===== config.mk =====
export PLATFORM = sky130hd
export DESIGN_NAME = ipv4_text_validator_top
export DESIGN_NICKNAME = d
export VERILOG_FILES = /design/src/ipv4tv_pkg.sv /design/src/ipv4tv_step.sv /design/src/ipv4_text_validator_top.sv
export SDC_FILE = /design/constraint.sdc
export NUM_CORES = 1
export LEC_CHECK = 0
export BUFFER_PORTS_ARGS = -buffer_cell sky130_fd_sc_hd__buf_2
export CAP_MARGIN = 25
export CORE_MARGIN = 2
export CORE_UTILIZATION = 60
export CTS_CLUSTER_SIZE = 30
export DETAILED_ROUTE_END_ITERATION = 7
export GPL_ROUTABILITY_DRIVEN = 1
export PLACE_DENSITY = 0.79
export SYNTH_ARGS = -nofsm -noshare
export SYNTH_HDL_FRONTEND = slang
export SYNTH_HIERARCHICAL = 1
export SYNTH_SLANG_ARGS = --single-unit

===== constraint.sdc =====
create_clock -name clk_i -period 3.93 [get_ports clk_i]
set_input_delay 0.786 -clock clk_i [delete_from_list [all_inputs] [get_ports clk_i]]
set_output_delay 0.786 -clock clk_i [all_outputs]
set_load 0.02 [all_outputs]

===== src/ipv4tv_pkg.sv =====
// shared types and constants for the ipv4 text validator
`timescale 1ns / 1ps

package ipv4tv_pkg;

  localparam logic [7:0] ChSpace    = 8'd32;
  localparam logic [7:0] ChDot      = 8'd46;
  localparam logic [7:0] ChZero     = 8'd48;
  localparam logic [7:0] ChNine     = 8'd57;
  localparam logic [11:0] OctetMax  = 12'd255;
  localparam logic [2:0] DotsNeeded = 3'd3;
  localparam logic [2:0] DotSat     = 3'd4;

  typedef struct packed {
    logic [7:0] octet;
    logic [2:0] dots;
    logic       failed;
    logic       prev_space;
  } line_state_t;

endpackage


===== src/ipv4tv_step.sv =====
// per-character update of the line state and the pass decision
`timescale 1ns / 1ps

module ipv4tv_step (
  input  ipv4tv_pkg::line_state_t st_i,
  input  logic [7:0]              ch_i,
  input  logic                    last_i,
  output ipv4tv_pkg::line_state_t st_o,
  output logic                    pass_o
);

  logic                    is_space;
  logic                    is_dot;
  logic                    is_digit;
  logic [11:0]             next_octet;
  ipv4tv_pkg::line_state_t upd;

  assign is_space = (ch_i == ipv4tv_pkg::ChSpace);
  assign is_dot   = (ch_i == ipv4tv_pkg::ChDot);
  assign is_digit = ch_i inside {[ipv4tv_pkg::ChZero:ipv4tv_pkg::ChNine]};

  // octet * 10 + digit as two shifts and adds
  assign next_octet = {1'b0, st_i.octet, 3'b000} + {3'b000, st_i.octet, 1'b0}
                    + {8'd0, ch_i[3:0]};

  always_comb begin
    upd = st_i;
    if (is_space) begin
      if (st_i.prev_space || last_i) begin
        upd.failed = 1'b1;
      end
    end else if (is_dot) begin
      if (last_i) begin
        upd.failed = 1'b1;
      end
      upd.octet = 8'd0;
      if (st_i.dots < ipv4tv_pkg::DotSat) begin
        upd.dots = st_i.dots + 3'd1;
      end
    end else if (is_digit) begin
      if (next_octet > ipv4tv_pkg::OctetMax) begin
        upd.failed = 1'b1;
      end else begin
        upd.octet = next_octet[7:0];
      end
    end else begin
      upd.failed = 1'b1;
    end
    upd.prev_space = is_space;
  end

  assign pass_o = !upd.failed && (upd.dots == ipv4tv_pkg::DotsNeeded);
  // a line end returns everything to the cleared state
  assign st_o   = last_i ? '0 : upd;

endmodule


===== src/ipv4_text_validator_top.sv =====
// top level of the ipv4 dotted-decimal line validator
// result: a line's result is registered in the output slot as its last beat advances
// out of the input register, when the output slot is free
// throughput: one character beat per cycle, set by the combinational state update
// the input register keeps taking beats while a finished result waits downstream,
// until the next final beat reaches it and waits for the output slot
// reset: asynchronous active-low, clears line state and both valid flags
`timescale 1ns / 1ps

module ipv4_text_validator_top (
  input  logic       clk_i,
  input  logic       rst_ni,
  input  logic       in_valid_i,
  output logic       in_ready_o,
  input  logic [7:0] ch_i,
  input  logic       last_i,
  output logic       out_valid_o,
  input  logic       out_ready_i,
  output logic       valid_res_o
);

  logic                    in_valid_q;
  logic [7:0]              ch_q;
  logic                    last_q;
  ipv4tv_pkg::line_state_t st_q;
  ipv4tv_pkg::line_state_t st_d;
  logic                    pass;
  logic                    out_valid_q;
  logic                    valid_res_q;
  logic                    adv;
  logic                    in_fire;

  // a non-final beat never needs the output slot
  assign adv        = in_valid_q && (!last_q || !out_valid_q || out_ready_i);
  assign in_ready_o = !in_valid_q || adv;
  assign in_fire    = in_valid_i && in_ready_o;

  ipv4tv_step u_step (
    .st_i   (st_q),
    .ch_i   (ch_q),
    .last_i (last_q),
    .st_o   (st_d),
    .pass_o (pass)
  );

  always_ff @(posedge clk_i or negedge rst_ni) begin
    if (!rst_ni) begin
      in_valid_q <= 1'b0;
    end else if (in_ready_o) begin
      in_valid_q <= in_valid_i;
    end
  end

  always_ff @(posedge clk_i) begin
    if (in_fire) begin
      ch_q   <= ch_i;
      last_q <= last_i;
    end
  end

  always_ff @(posedge clk_i or negedge rst_ni) begin
    if (!rst_ni) begin
      st_q <= '0;
    end else if (adv) begin
      st_q <= st_d;
    end
  end

  always_ff @(posedge clk_i or negedge rst_ni) begin
    if (!rst_ni) begin
      out_valid_q <= 1'b0;
    end else if (adv && last_q) begin
      out_valid_q <= 1'b1;
    end else if (out_ready_i) begin
      out_valid_q <= 1'b0;
    end
  end

  always_ff @(posedge clk_i) begin
    if (adv && last_q) begin
      valid_res_q <= pass;
    end
  end

  assign out_valid_o = out_valid_q;
  assign valid_res_o = valid_res_q;

`ifndef SYNTHESIS
  a_dots_sat: assert property (@(posedge clk_i) disable iff (!rst_ni)
    st_q.dots <= ipv4tv_pkg::DotSat)
    else $error("dot count above saturation");

  a_clear_after_line: assert property (@(posedge clk_i) disable iff (!rst_ni)
    adv && last_q |=> st_q == '0)
    else $error("line state not cleared after final beat");

  a_result_after_line: assert property (@(posedge clk_i) disable iff (!rst_ni)
    adv && last_q |=> out_valid_q)
    else $error("final beat produced no result");

  a_no_overwrite: assert property (@(posedge clk_i) disable iff (!rst_ni)
    out_valid_q && !out_ready_i |-> !(adv && last_q))
    else $error("pending result overwritten");

  a_hold_stalled: assert property (@(posedge clk_i) disable iff (!rst_ni)
    in_valid_q && !adv |-> !in_ready_o)
    else $error("input register accepts while stalled");
`endif

endmodule

==> impl_summary.md, run 1 <==
Cells and area
The fraction of final layout cells with drive strength greater than 1 is 0.152. The number of antenna diodes in the final layout is 0. The filler-free cell count of the finished design is 255. The top cell types in the final layout, fill and taps aside, are nand2_1, nand2b_1, ha_1. The share of the core filled with cells in the final layout is 0.674. Relative to the synthesized area, the layout overhead comes to 4.57%.

At the end of the flow, the number of nets in the layout was 243. The leading cell type in the layout, fill and taps excluded is nand2_1.

Power
The worst-case IR drop observed on VDD is 236 µV. Of the total power, combinational logic draws 0.141. Of the total power, the clock network draws 0.242. The net switching share of the total power is 0.291.

Power comes to 501 µW. The net load switching power is 146 µW. Internal power comes to 355 µW.

The sequential group share of total power is 0.617. Summed over all cells, the static leakage comes to 0.000880 µW. The ratio of total power to cell area is 239 nW/µm².

Setup path
The maximum fanout along the worst path is 6. The data required time at the worst endpoint is 4.15 ns. The source of the worst register-to-register timing path is ch_q[3].

The critical path is of the register to register type. The element type at the critical path end is a register. STA puts the critical path data arrival time at 3.64 ns. Tracing the worst setup path back leads to its startpoint at ch_q[3]. STA classifies the critical path startpoint as a register.

Floorplan
16 I/O pins were placed. The region available for standard cell placement spans 3100 µm². The effective utilization at floorplan is 0.644. The die boundary width is 61.7 µm.

The number of core rows is 20. The overall die height is 61.7 µm. The floorplan die area is 3810 µm².

CTS
The longest clock path from root to sink contains 2 buffers. After clock tree synthesis, the clock-pin slew on the worst setup and hold paths is 0.15 ns. The number of gates resized after CTS is 0. The insertion delay to the later sink of the worst-skew pair is 0.34 ns.

The H-tree depth is 1. Clock tree synthesis selected as its root buffer the cell clkbuf_4. Hold repair after CTS inserted 0 buffers.

The number of setup buffers added after CTS is 0. The sink count of the clock tree is 25. The CTS tree is yes. Clock tree synthesis inserted a total of 3 buffers.

Routing
The number of nets with antenna violations after routing is 0. The initial DRC count is 118. The via density per instance is 6.49. The total via count after detailed routing is 1,655. In the routed design, unresolved DRC markers number 0. The final wirelength is 4380 µm.

The count of TritonRoute iterations in the first routing pass is 4. The average wire per cell in the routed design is 17.2 µm.

STA
At the pin with the least slew margin, the transition time is 0.763 ns. For the finished layout, the period the worst path requires is 3.43 ns. Setup repair after global routing left no endpoint under its margin. Measured against its own limit, the worst slew margin works out to 0.491. The number of max-slew violations in the final report is 0. The accumulated negative setup slack is 0 ns. In the post-route analysis, the smallest setup slack over all paths is 0.503 ns. The count of final hold-check violations is 0. In the finished design, the share of the clock period the worst path needs comes to 0.872. On the final layout, the worst clock skew is 0.0137 ns. Setup violations remaining at the end of the flow were counted as 0.

The maximum clock frequency is 292 MHz.

Placement
Counting tap cells, the placed design contains a total of 251 instances. Prior to clock tree synthesis, the placed netlist has a worst setup slack of 0.588 ns. Routability-driven placement finished with a final weighted congestion of 0.862. The count of input and output buffers is 15.

The half-perimeter wire length of the detailed placement result is 3190 µm.

Global route
Entering global routing, the biggest net connects 29 pins. The number of global-route vias before repair is 1,608. After global routing the overflow that remains totals 0. The overall fraction of global-route tracks in use is 0.256. The number of antenna violations at the first check in global routing was 0. The first-pass GRT wire length is 7220 µm.

Hold path
The worst min-delay path class is input pin to asynchronous set/reset pin.

Synth
The number of synthesized flops with an enable pin is 10. Summing every instance area after synthesis gives 2000 µm². A synthesized cell averages 9.90 µm².

In this run, synthesis produced a sequential element count of 25. The register area share after synthesis is 0.338. When the netlist entered floorplanning its net count stood at 233.

For this run, asynchronously set or reset flops after synthesis account for 0.600. After technology mapping, the gate count stands at 202. During synthesis, Yosys emitted a total of 6 warnings. The number of distinct library cells after synthesis is 51. For this run, the leading register cell type out of synthesis is dfrtp_1.

Job
The max-capacitance violation count is 0.

Run status
The run finished with clean final reports.
power by group through the flow:
stage / registers (µW) / clock network, µW / logic (µW)
2_1_floorplan: 301 / 0 / 59.0
3_3_place_gp: 313 / 0 / 68.1
3_5_place_dp: 314 / 0 / 70.5
4_1_cts: 308 / 123 / 70.7
5_1_grt: 311 / 131 / 78.0
6_report: 309 / 121 / 70.5
registers in the layout, indices dropped and copies added, names as in the netlist:
name         cells
out_valid_o      1
valid_res_o      1
st_q            13
last_q           1
ch_q             8
in_valid_q       1
cell type report:
cell class	count	area (µm²)
clock buffers	3	22.5
multi-input cells	166	1250
fillers	277	1010
inverters	1	3.75
flip-flops and latches	25	676
repair buffers	15	75.1
clock inverters	1	5.00
well taps	44	55.1
worst paths after layout:
kind | depth (start not counted) | slack, ns | endpoint
max in group asynchronous | 1 | 3.33 | st_q[12]
worst min-delay path | 1 | 0.33 | st_q[9]
worst max-delay path | 10 | 0.50 | st_q[6]
worst max register to register | 10 | 0.50 | st_q[6]
worst min register to register | 2 | 0.60 | st_q[0]
min in group clk_i | 2 | 0.60 | st_q[0]
worst max-delay path, cell delays in order (launching register included):
cell      delay, ns
edfxtp_1       0.49
fa_1           0.56
fa_1           0.48
a211oi_1       0.43
nor2_1         0.15
o21ai_0        0.18
o32a_1         0.22
nand4_1        0.28
a32o_1         0.36
nand2_1        0.08
o211ai_2       0.09
per-stage QoR:
step / hold slack, ns / cell area, µm²
floorplan: 0.490 / 2000
global placement: 0.537 / 2060
detailed placement: 0.565 / 2060
CTS: 0.333 / 2090
global route: 0.342 / 2090
finish: 0.328 / 2090
kinds of logic after synthesis:
kind of cell    share of synthesized area
flops                               0.338
fa+ha+maj                           0.120
xor+xnor                           0.0175
compound gates                      0.187
mux                               0.00501
simple gates                        0.297
buf+inv                            0.0350
per-layer routing:
metal  share of wire  GRT usage  up-vias
li1                -          -      790
met2            0.49      0.429       65
met5               0          0        -
met4           0.012     0.0821        0
met1            0.43      0.351      795
met3           0.070     0.0269        5
synth_stat cells, drive strengths merged, types with 4 or more instances:
library cell / count / area share
dfrtp: 15 / 0.19
a21oi: 7 / 0.018
nor2: 15 / 0.028
ha: 16 / 0.10
a32o: 6 / 0.030
o211ai: 13 / 0.074
o21bai: 4 / 0.015
nand2b: 16 / 0.050
buf: 8 / 0.029
edfxtp: 10 / 0.15
or3: 4 / 0.013
o21ai: 5 / 0.013
nand2: 23 / 0.043
nand3: 4 / 0.010
nand4b: 14 / 0.061
No activity file was read; power rests on OpenSTA's default activity.
==> inputs of run 2 (changes only) <==
--- a/config.mk
+++ b/config.mk
@@ -7,8 +7,10 @@
 export LEC_CHECK = 0
 export BUFFER_PORTS_ARGS = -buffer_cell sky130_fd_sc_hd__buf_2
 export CAP_MARGIN = 25
+export CELL_PAD_IN_SITES_DETAIL_PLACEMENT = 2
+export CELL_PAD_IN_SITES_GLOBAL_PLACEMENT = 2
 export CORE_MARGIN = 2
-export CORE_UTILIZATION = 60
+export CORE_UTILIZATION = 39
 export CTS_CLUSTER_SIZE = 30
 export DETAILED_ROUTE_END_ITERATION = 7
 export GPL_ROUTABILITY_DRIVEN = 1
==> constraint.sdc (replaced) <==
create_clock -name clk_i -period 3.7 [get_ports clk_i]
set_input_delay 0.74 -clock clk_i [delete_from_list [all_inputs] [get_ports clk_i]]
set_output_delay 0.74 -clock clk_i [all_outputs]
set_load 0.02 [all_outputs]
==> run 2 against run 1 <==
Effect of this change: sequential power is 6.5% higher; fmax fell by 1.6%; clock skew shrank 0.0027 ns; core utilization is 25 points lower; worst setup slack worse by 0.29 ns; clock power rose by 41%; first-iteration DRC count fell by 24%; sequential share of layout area down 0.96 points; largest cell class unchanged; largest power group unchanged.
==> impl_summary.md, run 2 (same netlist as run 1, synthesis figures left out) <==
Cells and area
The number of flip-flops in the largest register is 13 (unchanged). The count of antenna diodes in the layout is 0 (unchanged). The fraction of final layout cells with drive strength greater than 1 is 0.160 (was 0.152).

The area growth from synthesis to layout is 7.76% (was 4.57%). Most frequent cells in the layout: nand2_1, nand2b_1, ha_1 (unchanged). The filler-free cell count of the finished design is 282 (was 255). The register name with the most flops is st_q (unchanged). The number of fillers in the final layout was 576 (was 277). The share of the core filled with cells in the final layout is 0.427 (was 0.674). The leading cell type in the layout, fill and taps excluded is nand2_1 (unchanged). Largest registers ranked by flip-flop count: st_q: 13 flops, ch_q: 8 flops (unchanged). The total number of nets in the final design came to 244 (was 243).

STA
The relative slew slack came to 0.461 (was 0.491). The setup violation total in the final timing report is 0 (unchanged). The count of final hold-check violations is 0 (unchanged).

The accumulated negative setup slack is 0 ns (unchanged). The portion of the clock cycle consumed by the worst path in the final layout is 0.941 (was 0.872). The number of max-slew violations in the final report is 0 (unchanged). The slew at the pin closest to its max-slew limit is 0.809 ns (was 0.763 ns). Setup repair after global routing missed its margin: false (unchanged).

The worst hold slack was 0.368 ns (was 0.328 ns). The final worst clock skew is 0.0110 ns (was 0.0137 ns). The maximum clock frequency was 287 MHz (was 292 MHz). The minimum clock period after layout came to 3.48 ns (was 3.43 ns).

Power
The leakage power total is 0.000894 µW (was 0.000880 µW). The ratio of total power to cell area is 269 nW/µm² (was 239 nW/µm²). The worst supply voltage drop on vdd is 163 µV (was 236 µV).

Placement
The number of placed instances, taps included was 278 (was 251). The count of input and output buffers is 15 (unchanged). The half-perimeter wire length of the detailed placement result is 4250 µm (was 3190 µm).

The routability congestion estimate from global placement is 0.899 (was 0.862).

CTS
The sink count of the clock tree came to 25 (unchanged). The number of buffers created by CTS came to 3 (unchanged). The insertion delay to the later sink of the worst-skew pair came to 0.28 ns (was 0.34 ns).

The CTS tree is yes (unchanged). The H-tree depth came to 1 (unchanged). The maximum number of buffers from clock root to sink is 2 (unchanged). The clock root buffer master is clkbuf_8 (was clkbuf_4).

The clock slew seen by the registers of the worst setup and hold paths was 0.10 ns (was 0.15 ns).

Setup path
The maximum fanout along the worst path is 10 (was 6). The signal arrival time at the worst endpoint is 3.65 ns (was 3.64 ns). The path type of the worst setup path is register to register (unchanged). The category of the worst setup path launch point is a register (unchanged). The element type at the critical path end is a register (unchanged). The data required time at the worst endpoint is 3.86 ns (was 4.15 ns).

Routing
The average wire per cell in the routed design is 19.5 µm (was 17.2 µm). The number of design rule violations left after detail routing is 0 (unchanged). The via density per instance came to 5.97 (was 6.49). The count of TritonRoute iterations in the first routing pass is 4 (unchanged).

The final wirelength is 5510 µm (was 4380 µm). The total via count after detailed routing came to 1,683 (was 1,655). The initial DRC count is 90 (was 118). The number of nets with antenna violations after routing was 0 (unchanged).

Floorplan
The placeable core area was 5040 µm² (was 3100 µm²). The number of placed I/O pins came to 16 (unchanged). The number of core rows is 26 (was 20). The effective utilization at floorplan is 0.397 (was 0.644). The overall die height is 75.6 µm (was 61.7 µm). The floorplan die area came to 5720 µm² (was 3810 µm²). The die boundary width was 75.6 µm (was 61.7 µm).

Job
The max-capacitance violation count is 0 (unchanged).

Hold path
The worst min-delay path class is input pin to asynchronous set/reset pin (unchanged).

Run status
Result of the run: complete, no violations (unchanged).

Global route
The number of antenna violations at the first check in global routing is 0 (unchanged). The number of global-route vias before repair is 1,863 (was 1,608). The maximum number of pins on one net before global-route repair is 29 (unchanged). The overflow left after global routing is 0 (unchanged). The first-pass GRT wire length is 9050 µm (was 7220 µm).

The overall fraction of global-route tracks in use is 0.210 (was 0.256).
## run 2: cell count changes in the layout (fill, tap and decap cells not counted), sizes merged
cell  change
buf       +1
## run 2: final cells by class
cell class                      count  area (µm²)  share of cell area
Clock inverter                      1        5.00             0.00232
Multi-Input combinational cell    166        1260               0.584
Tap cell                           70        87.6              0.0407
Sequential cell                    25         676               0.314
Clock buffer                        3        41.3              0.0192
Timing Repair Buffer               16        82.6              0.0383
Inverter                            1        3.75             0.00174
## run 2: metrics by stage
step                area [µm²]  total power [µW]  setup WS (ns)
finish                    2150               579          0.217
global route              2150               606         0.0568
CTS                       2150               582          0.159
detailed placement        2100               414          0.162
global placement          2100               408          0.387
floorplan                 2000               383          0.752
## run 2: power by group
part	switching (µW)	total, µW	leakage, µW	internal [µW]
clock network	95.8	171	0.0000255	75.5
logic	44.8	79.3	0.000569	34.5
registers	26.6	329	0.000300	302
total	167	579	0.000894	412
## run 2: routing by layer
| metal | up-vias | track usage | wire length (µm) |
|---|---|---|---|
| met5 | - | 0 | 0 |
| met4 | 0 | 0.0390 | 57 |
| met3 | 9 | 0.0304 | 144 |
| met2 | 28 | 0.392 | 2960 |
| met1 | 860 | 0.259 | 2350 |
| li1 | 786 | - | - |
## run 2: worst paths after layout
check	slack [ns]	startpoint	to	cells past startpoint
min in group clk_i	0.59	st_q[0]	st_q[0]	2
max in group asynchronous	3.04	rst_ni	st_q[5]	1
min	0.37	rst_ni	st_q[11]	1
max	0.22	st_q[10]	st_q[7]	10
max reg2reg	0.22	st_q[10]	st_q[7]	10
min reg2reg	0.59	st_q[0]	st_q[0]	2
## run 2: critical path, cell delays in order, from the launching register on
cell	delay [ns]
dfrtp_1	0.44
ha_1	0.33
ha_1	0.45
nor2b_1	0.08
or4b_1	0.49
or3_1	0.36
nor3_1	0.26
nand4_1	0.38
a32o_1	0.41
nand2_1	0.09
o211ai_2	0.09
## run 2: what timing repair did
item | CTS | global route
setup endpoints to repair | 0 | 4
setup buffers | 0 | 0
hold buffers | 0 | 0
resized for setup | 0 | 1
==> inputs of run 3 (changes only) <==
--- a/config.mk
+++ b/config.mk
@@ -5,8 +5,8 @@
 export SDC_FILE = /design/constraint.sdc
 export NUM_CORES = 1
 export LEC_CHECK = 0
-export BUFFER_PORTS_ARGS = -buffer_cell sky130_fd_sc_hd__buf_2
-export CAP_MARGIN = 25
+export BUFFER_PORTS_ARGS = -buffer_cell sky130_fd_sc_hd__buf_4
+export CAP_MARGIN = 10
 export CELL_PAD_IN_SITES_DETAIL_PLACEMENT = 2
 export CELL_PAD_IN_SITES_GLOBAL_PLACEMENT = 2
 export CORE_MARGIN = 2
==> run 3 against run 2 <==
Effect of this change: wire length down 1.2%; sequential power about the same; count of clock-buffer cells in the layout unchanged; register-to-register slack better by 0.06 ns; critical path type unchanged; via count down 0.71%; fmax up 1.7%; combinational power up 4.7%; power up 1.2%.
==> impl_summary.md, run 3 (same netlist as run 1, synthesis figures left out) <==
STA
The maximum clock frequency is 292 MHz (was 287 MHz). The count of final hold-check violations is 0 (unchanged). The setup violation total in the final timing report is 0 (unchanged).

The number of max-slew violations in the final report is 0 (unchanged). The worst hold slack is 0.301 ns (was 0.368 ns). Setup repair after global routing missed its margin: false (unchanged). The accumulated negative setup slack was 0 ns (unchanged).

The final worst clock skew was 0.0116 ns (was 0.0110 ns). The slew at the pin closest to its max-slew limit is 0.797 ns (was 0.809 ns). The relative slew slack is 0.468 (was 0.461).

The minimum clock period after layout was 3.42 ns (was 3.48 ns). The portion of the clock cycle consumed by the worst path in the final layout is 0.925 (was 0.941).

Routing
The via density per instance is 5.93 (was 5.97). The number of design rule violations left after detail routing is 0 (unchanged). The total via count after detailed routing is 1,671 (was 1,683).

The number of nets with antenna violations after routing is 0 (unchanged). The average wire per cell in the routed design is 19.3 µm (was 19.5 µm). The count of TritonRoute iterations in the first routing pass is 4 (unchanged).

The initial DRC count is 82 (was 90). The final wirelength is 5440 µm (was 5510 µm).

Cells and area
The count of antenna diodes in the layout is 0 (unchanged). Largest registers ranked by flip-flop count: st_q: 13 flops, ch_q: 8 flops (unchanged). The sequential cell area is 676 µm² (unchanged).

The number of fillers in the final layout is 551 (was 576). Most frequent cells in the layout: nand2_1, nand2b_1, buf_4, ha_1 (was nand2_1, nand2b_1, ha_1). The number of flip-flops in the largest register is 13 (unchanged). The total number of nets in the final design is 244 (unchanged). The area of the multi-input gates was 1260 µm² (unchanged). The fraction of final layout cells with drive strength greater than 1 was 0.160 (unchanged). The area growth from synthesis to layout came to 9.70% (was 7.76%). The leading cell type in the layout, fill and taps excluded was nand2_1 (unchanged).

The register name with the most flops is st_q (unchanged).

Floorplan
The overall die height is 75.6 µm (unchanged). The number of placed I/O pins is 16 (unchanged). The placeable core area is 5040 µm² (unchanged). The number of core rows was 26 (unchanged). The floorplan die area was 5720 µm² (unchanged).

The effective utilization at floorplan is 0.397 (unchanged). The die boundary width came to 75.6 µm (unchanged).

Global route
The overflow left after global routing was 0 (unchanged). The number of antenna violations at the first check in global routing came to 0 (unchanged). The maximum number of pins on one net before global-route repair came to 29 (unchanged). The overall fraction of global-route tracks in use was 0.213 (was 0.210).

The first-pass GRT wire length came to 9170 µm (was 9050 µm). The number of global-route vias before repair is 1,821 (was 1,863).

Run status
Result of the run: complete, no violations (unchanged).

Power
The internal power contribution is 418 µW (was 412 µW). The ratio of total power to cell area is 267 nW/µm² (was 269 nW/µm²). The power after layout is 587 µW (was 579 µW). The combinational cell fraction of total power is 0.142 (was 0.137). The worst supply voltage drop on vdd is 169 µV (was 163 µV). The net switching share of the total power is 0.287 (was 0.289).

The net load switching power is 168 µW (was 167 µW). The leakage power total is 0.000908 µW (was 0.000894 µW). The sequential group share of total power is 0.561 (was 0.568). The clock network fraction of design power is 0.298 (was 0.296).

CTS
The clock slew seen by the registers of the worst setup and hold paths is 0.10 ns (about the same). The H-tree depth is 1 (unchanged). The insertion delay to the later sink of the worst-skew pair is 0.28 ns (about the same). The CTS tree was yes (unchanged). The number of buffers created by CTS is 3 (unchanged). The clock root buffer master is clkbuf_8 (unchanged). The sink count of the clock tree was 25 (unchanged). The number of hold buffers added after CTS is 0 (unchanged). The maximum number of buffers from clock root to sink is 2 (unchanged).

Setup path
The data required time at the worst endpoint is 3.86 ns (about the same). The signal arrival time at the worst endpoint is 3.59 ns (was 3.65 ns). The slack of the worst reg-to-reg path is 0.28 ns (was 0.22 ns). The element type at the critical path end is a register (unchanged). The depth of the worst register-to-register path is 10 (unchanged). The source of the worst register-to-register timing path is ch_q[3] (was st_q[10]).

The maximum fanout along the worst path came to 6 (was 10). The critical register-to-register path endpoint was st_q[7] (unchanged). The path type of the worst setup path is register to register (unchanged). The category of the worst setup path launch point is a register (unchanged).

Hold path
The worst min-delay path class is input pin to asynchronous set/reset pin (unchanged).

Placement
The count of input and output buffers is 15 (unchanged). The half-perimeter wire length of the detailed placement result is 4140 µm (was 4250 µm). The routability congestion estimate from global placement is 0.866 (was 0.899).

Job
The max-capacitance violation count came to 0 (unchanged).
run 3: changes by cell type in the layout (fill, tap and decap cells not counted), sizes merged:
cell    previous run  this run
clkinv             1         0
inv                1         2
run 3: worst max-delay path: stages (launching register included):
cell	delay, ns
edfxtp_1	0.47
fa_1	0.56
fa_1	0.50
a211oi_2	0.34
nor2_1	0.13
o21ai_0	0.17
o32a_1	0.22
nand4_1	0.34
a32o_1	0.40
nand2_1	0.09
o211ai_2	0.10
run 3: power groups by stage:
stage          Combinational [µW]  Clock, µW  Sequential, µW
2_1_floorplan                62.7          0             320
3_3_place_gp                 78.6          0             333
3_5_place_dp                 82.8          0             334
4_1_cts                      83.6        182             329
5_1_grt                      92.3        189             333
6_report                     83.0        175             329
run 3: repair_timing:
action,4_1_cts,5_1_grt
setup buffers,0,0
endpoints found under the setup margin,0,10
gates resized for setup,0,1
run 3: metrics by stage:
stage | instance area, µm² | cells | setup WS, ns | util
3_3_place_gp | 2140 | 278 | 0.321 | 0.425
5_1_grt | 2190 | 282 | 0.0161 | 0.435
6_report | 2190 | 282 | 0.276 | 0.435
2_1_floorplan | 2000 | 202 | 0.752 | -
4_1_cts | 2190 | 282 | 0.179 | 0.434
3_5_place_dp | 2140 | 278 | 0.181 | 0.425
run 3: worst max-delay path by stage:
stage | start | to | slack (ns) | cells past startpoint
after floorplan | ch_q[3] | st_q[6] | 0.75 | 10
after global placement | ch_q[3] | st_q[8] | 0.32 | 10
after detailed placement | ch_q[3] | st_q[7] | 0.18 | 10
after CTS | ch_q[3] | st_q[7] | 0.18 | 10
after global routing | ch_q[3] | st_q[7] | 0.02 | 10
final | ch_q[3] | st_q[7] | 0.28 | 10
run 3: area by class of cell:
cell class              instances  area share
flip-flops and latches         25       0.308
well taps                      70      0.0399
multi-input cells             166       0.574
repair buffers                 16      0.0548
clock buffers                   3      0.0188
clock inverters                 1     0.00285
inverters                       1     0.00171
run 3: routing by layer:
metal  track usage  up-vias  part of all wire
met4        0.0585        0             0.011
met3        0.0357        6             0.029
li1              -      790                 -
met2         0.371       31              0.51
met1         0.273      844              0.45
met5             0        -                 0
